<file path="config.mk">
export PLATFORM = sky130hd
export DESIGN_NAME = rbhp_axis
export DESIGN_NICKNAME = d
export VERILOG_FILES = /design/src/hdl/rbhp_pkg.sv /design/src/hdl/rbhp_axis.sv
export SDC_FILE = /design/constraint.sdc
export NUM_CORES = 2
export LEC_CHECK = 0
export BUFFER_PORTS_ARGS = -buffer_cell sky130_fd_sc_hd__buf_4
export CORE_UTILIZATION = 55
export CTS_CLUSTER_DIAMETER = 30
export DETAILED_ROUTE_END_ITERATION = 7
export PLACE_DENSITY = 0.78
export SYNTH_ARGS = -nofsm -noshare
export SYNTH_HDL_FRONTEND = slang
export SYNTH_SLANG_ARGS = --single-unit
</file>
<file path="constraint.sdc">
create_clock -name clock -period 8.06 [get_ports clock]
set_input_delay 0.403 -clock clock [delete_from_list [all_inputs] [get_ports clock]]
set_output_delay 0.403 -clock clock [all_outputs]
set_load 0.05 [all_outputs]
</file>
<file path="src/hdl/rbhp_pkg.sv">
package rbhp_pkg;
   localparam int CoordBits = 32;
   localparam int FracBits  = 16;
   localparam int NumBits   = CoordBits + 1 + FracBits;
   localparam int DivSteps  = NumBits;
   localparam int DivStagesPerReg = 4;
   localparam int DivRegs   = (DivSteps + DivStagesPerReg - 1) / DivStagesPerReg;
   localparam int Latency   = DivRegs + 5;

   typedef logic signed [CoordBits-1:0] coord_type;
   typedef logic [NumBits-1:0]          mag_type;
   typedef logic [CoordBits-1:0]        dmag_type;

   localparam logic signed [CoordBits-1:0] MinusOne = -(CoordBits'(1) << FracBits);

   typedef struct packed {
      logic      valid;
      logic      in_box;
      coord_type org_x, org_y, org_z;
      coord_type dir_x, dir_y, dir_z;
      coord_type lo_x, lo_y, lo_z;
      coord_type hi_x, hi_y, hi_z;
      coord_type pl_x, pl_y, pl_z;
      logic [2:0] use_t;
   } ray_type;

   // saturate a magnitude to a signed word
   function automatic coord_type sat_word(input logic neg, input mag_type mag);
      logic [NumBits-1:0] lim;
      lim = NumBits'(1) << (CoordBits - 1);
      if (neg) begin
         if (mag >= lim) sat_word = coord_type'(lim);
         else sat_word = coord_type'(-mag);
      end else begin
         if (mag >= lim) sat_word = coord_type'(lim - 1);
         else sat_word = coord_type'(mag);
      end
   endfunction
endpackage

</file>
<file path="src/hdl/rbhp_axis.sv">
// per-axis coordinate check: product, sum, range test; two registers
module rbhp_axis
   import rbhp_pkg::*;
(
   input  logic      clock,
   input  coord_type t_val,
   input  coord_type dir,
   input  coord_type org,
   input  coord_type lo,
   input  coord_type hi,
   output logic      ok,
   output coord_type coord
);
   logic signed [2*CoordBits-1:0] prod_ff, prod_in;
   coord_type org_ff, lo_ff, hi_ff;
   logic      ok_ff, ok_in;
   coord_type c_ff, c_in;
   logic [2*CoordBits-1:0] pm;
   logic [2*CoordBits-FracBits-1:0] sh;
   coord_type pv;
   logic signed [CoordBits:0] sum;

   assign prod_in = t_val * dir;
   always_ff @(posedge clock) begin
      prod_ff <= prod_in;
      org_ff <= org;
      lo_ff <= lo;
      hi_ff <= hi;
   end
   always_comb begin
      pm = prod_ff[2*CoordBits-1] ? -prod_ff : prod_ff;
      sh = pm[2*CoordBits-1:FracBits];
      if (sh >= (2*CoordBits-FracBits)'(1) << (CoordBits - 1))
         pv = sat_word(prod_ff[2*CoordBits-1], NumBits'(1) << (CoordBits - 1));
      else
         pv = sat_word(prod_ff[2*CoordBits-1], NumBits'(sh));
      sum = {org_ff[CoordBits-1], org_ff} + {pv[CoordBits-1], pv};
      ok_in = !(sum < $signed({lo_ff[CoordBits-1], lo_ff}))
           && !(sum > $signed({hi_ff[CoordBits-1], hi_ff}));
      c_in = coord_type'(sum);
   end
   always_ff @(posedge clock) begin
      ok_ff <= ok_in;
      c_ff <= c_in;
   end
   assign ok = ok_ff;
   assign coord = c_ff;
endmodule

</file>
==> metrics.yaml <==
placement:
  io_buffer_count: 193
  dpl-instance-area_um2: 48740
  hpwl_um: 100100
  gp_congestion: 0.9570
floorplanning:
  io_pins: 194
  die_w_um: 288.2
  die_h_um: 288.2
  initial_core_util_pct: 55.73
  rows: 104
  die_area_um2: 83030
  coreArea_um2: 80810
critical_path:
  max_stage_delay_ps: 550
  r2r_cells: 32
  worstPathRequired_ps: 8410
  cp_slowest_cell: "or4_4"
  reg2reg_from: "prod_ff[39]$_DFF_P_"
  critPathKind: "register to register"
  worstPathMaxFanout: 6
  startpoint_type: "register"
  cp_data_arrival_time_ps: 8230
  cp-end-kind: "register"
  r2r-end: "ok$_DFF_P_"
  r2r_slack_ps: 190
  crit_top_cell: "a21o_1"
clock_tree:
  cts_tree: "yes"
  cts_buffers: 17
  clockRootBuffer: "clkbuf_16"
  clock_latency_ps: 460
  h-tree-depth: 4
  clk_path_buf_depth: 2
  cts.sinks: 193
  path_clk_slew_ps: 80
  ctsHoldBuffers: 0
yosys:
  syn-num-nets: 6521
  ys_seq_elements: 193
  synth-async-reset-ratio_pct: 0
  synth_top_area_cell: "fa_1"
  syn_inst: 4995
  ys.flop_type: "dfxtp_1"
  syn_avg_cell_area_um2: 9.016
  synth.area.top_cells: "fa_1, inv_1, dfxtp_1"
  yosys_warnings: 0
  synth_area_um2: 45040
  netlist.area_leader.share_pct: 48.14
  synth_edf_count: 0
  netlist-cell-type-count: 68
  synth-seq-area-share_pct: 8.579
grt:
  grtUsageTotal_pct: 29.21
  grt_max_degree: 61
  antenna_found_initial: 2
  grt_pass1_wl_um: 190100
  overflow: 0
  grt_pass1_vias: 37230
routing:
  viasPerCell: 5.455
  avgRoutedWirePerCell_um: 18.59
  highest_layer: "met4"
  drc: 23
  met3_length_um: 10810
  drtIter0Drc: 2412
  routed_wl_um: 117000
  postRouteAntennaNets: 0
  dr_wl_met2_um: 55280
  drt-met1-wl_um: 45340
  num_vias: 34330
  firstDrtPassIters: 8
sta:
  fmax_mhz: 127.0
  finalMaxSlewViolations: 0
  slew_headroom_pct: 57.11
  finalSetupTns_ps: 0
  tightest_slew_ps: 638.5
  hold_viol_final: 0
  fin_crit_sh_pct: 97.68
  worst_clock_skew_ps: 11.15
  min_period_ps: 7873
  final-setup-viol-count: 0
worst_hold_path:
  min_from: "lo[1]"
  hp-class: "primary input to register"
  hold_depth: 1
  whs_endpoint: "lo_ff[1]$_DFF_P_"
final_layout:
  regArea_um2: 3864
  drive_gt1_share_pct: 9.975
  multi_input_area_um2: 36030
  fillers: 6616
  fin_nets: 6746
  final_util_pct: 61.63
  final_area_um2: 49800
  mostFrequentLayoutCell: "inv_1"
  layout.cells.most_common_list: "inv_1, fa_1, nand2_1"
  area_growth_syn_to_layout_pct: 10.58
status:
  outcome: "finished with violations"
  violations: "design-rule violations"
run:
  cap_violations: 0
[metrics by stage]
stage / hold WS, ps / cells / setup WS [ps]
after detailed placement: 508.4 / 6240 / -39.59
after global placement: 508.3 / 6240 / 28.39
final: 39.34 / 6294 / 187.4
after CTS: 15.67 / 6272 / 8.441
after floorplan: 430.7 / 4995 / 352.1
after global routing: 18.07 / 6294 / -149.7
[routing by layer]
layer | vias up | GRT usage, %
li1 | 15200 | -
met1 | 17200 | 37.03
met2 | 1572 | 48.55
met3 | 358 | 5.972
met4 | 0 | 12.87
met5 | - | 0
[Yosys cell counts (5+ instances only)]
cell,number
and3_1,14
nor4_1,18
o21ai_1,20
fa_1,1083
o21ai_0,103
inv_1,1218
mux2i_1,21
o21a_1,19
a211oi_1,20
o22ai_1,6
nand3_1,31
o41ai_1,5
o31ai_1,11
buf_1,7
a221oi_1,6
and2_1,256
or3_1,12
nand2_1,820
a21oi_1,115
nand2b_1,45
nor2b_1,12
dfxtp_1,193
o211ai_1,7
or4_1,8
or2_2,8
o21bai_1,13
xnor2_1,88
ha_1,282
clkbuf_1,213
nor3_1,47
xor2_1,24
a41oi_1,6
a21o_1,59
nand4_1,19
nor2_1,100
a31oi_1,19
[worst max path at each step]
stage                              startpoint             endpoint  cells past startpoint
final                     prod_ff[39]$_DFF_P_           ok$_DFF_P_                     32
after global routing      prod_ff[40]$_DFF_P_           ok$_DFF_P_                     31
after CTS                 prod_ff[39]$_DFF_P_           ok$_DFF_P_                     31
after detailed placement            t_val[31]  prod_ff[63]$_DFF_P_                     30
after global placement                dir[21]  prod_ff[62]$_DFF_P_                     29
after floorplan           prod_ff[39]$_DFF_P_           ok$_DFF_P_                     34
[registers in the layout, summed over array words and instances (netlist names)]
name,cells
lo_ff,32
ok,1
org_ff,32
coord,32
prod_ff,64
hi_ff,32
[cell families after synthesis]
group | after synthesis | share of synthesized area [%]
AO/OA/AOI/OAI | 454 | 6.387
XOR/XNOR | 112 | 2.178
adder cells (fa/ha/maj) | 1365 | 55.97
buffers and inverters | 1445 | 12.10
flip-flops | 193 | 8.579
multiplexers | 24 | 0.5417
AND/OR/NAND/NOR | 1402 | 14.24
[layout make-up]
class	instances	share of cell area [%]
Clock buffer	18	0.8818
Tap cell	1060	2.663
Multi-Input combinational cell	3360	72.35
Timing Repair Buffer	430	6.816
Inverter	1218	9.180
Antenna cell	1	0.005025
Clock inverter	14	0.3442
Sequential cell	193	7.758
[worst max-delay path: cells and delay by family, from the launching register on]
family / cells / cell delay (ps)
AO/OA/AOI/OAI: 18 / 3050
AND/OR/NAND/NOR: 8 / 2890
adder cells (fa/ha/maj): 2 / 640
buffers and inverters: 2 / 360
multiplexers: 1 / 330
flip-flops: 1 / 310
XOR/XNOR: 1 / 170
[repair_timing]
action,4_1_cts,5_1_grt
buffers inserted,0,18
hold endpoints to repair,0,0
setup endpoints to repair,0,1
resized for setup,0,60
Power is not shown: default switching activity piles up to over one toggle a cycle in this logic, so the estimate is an artifact.
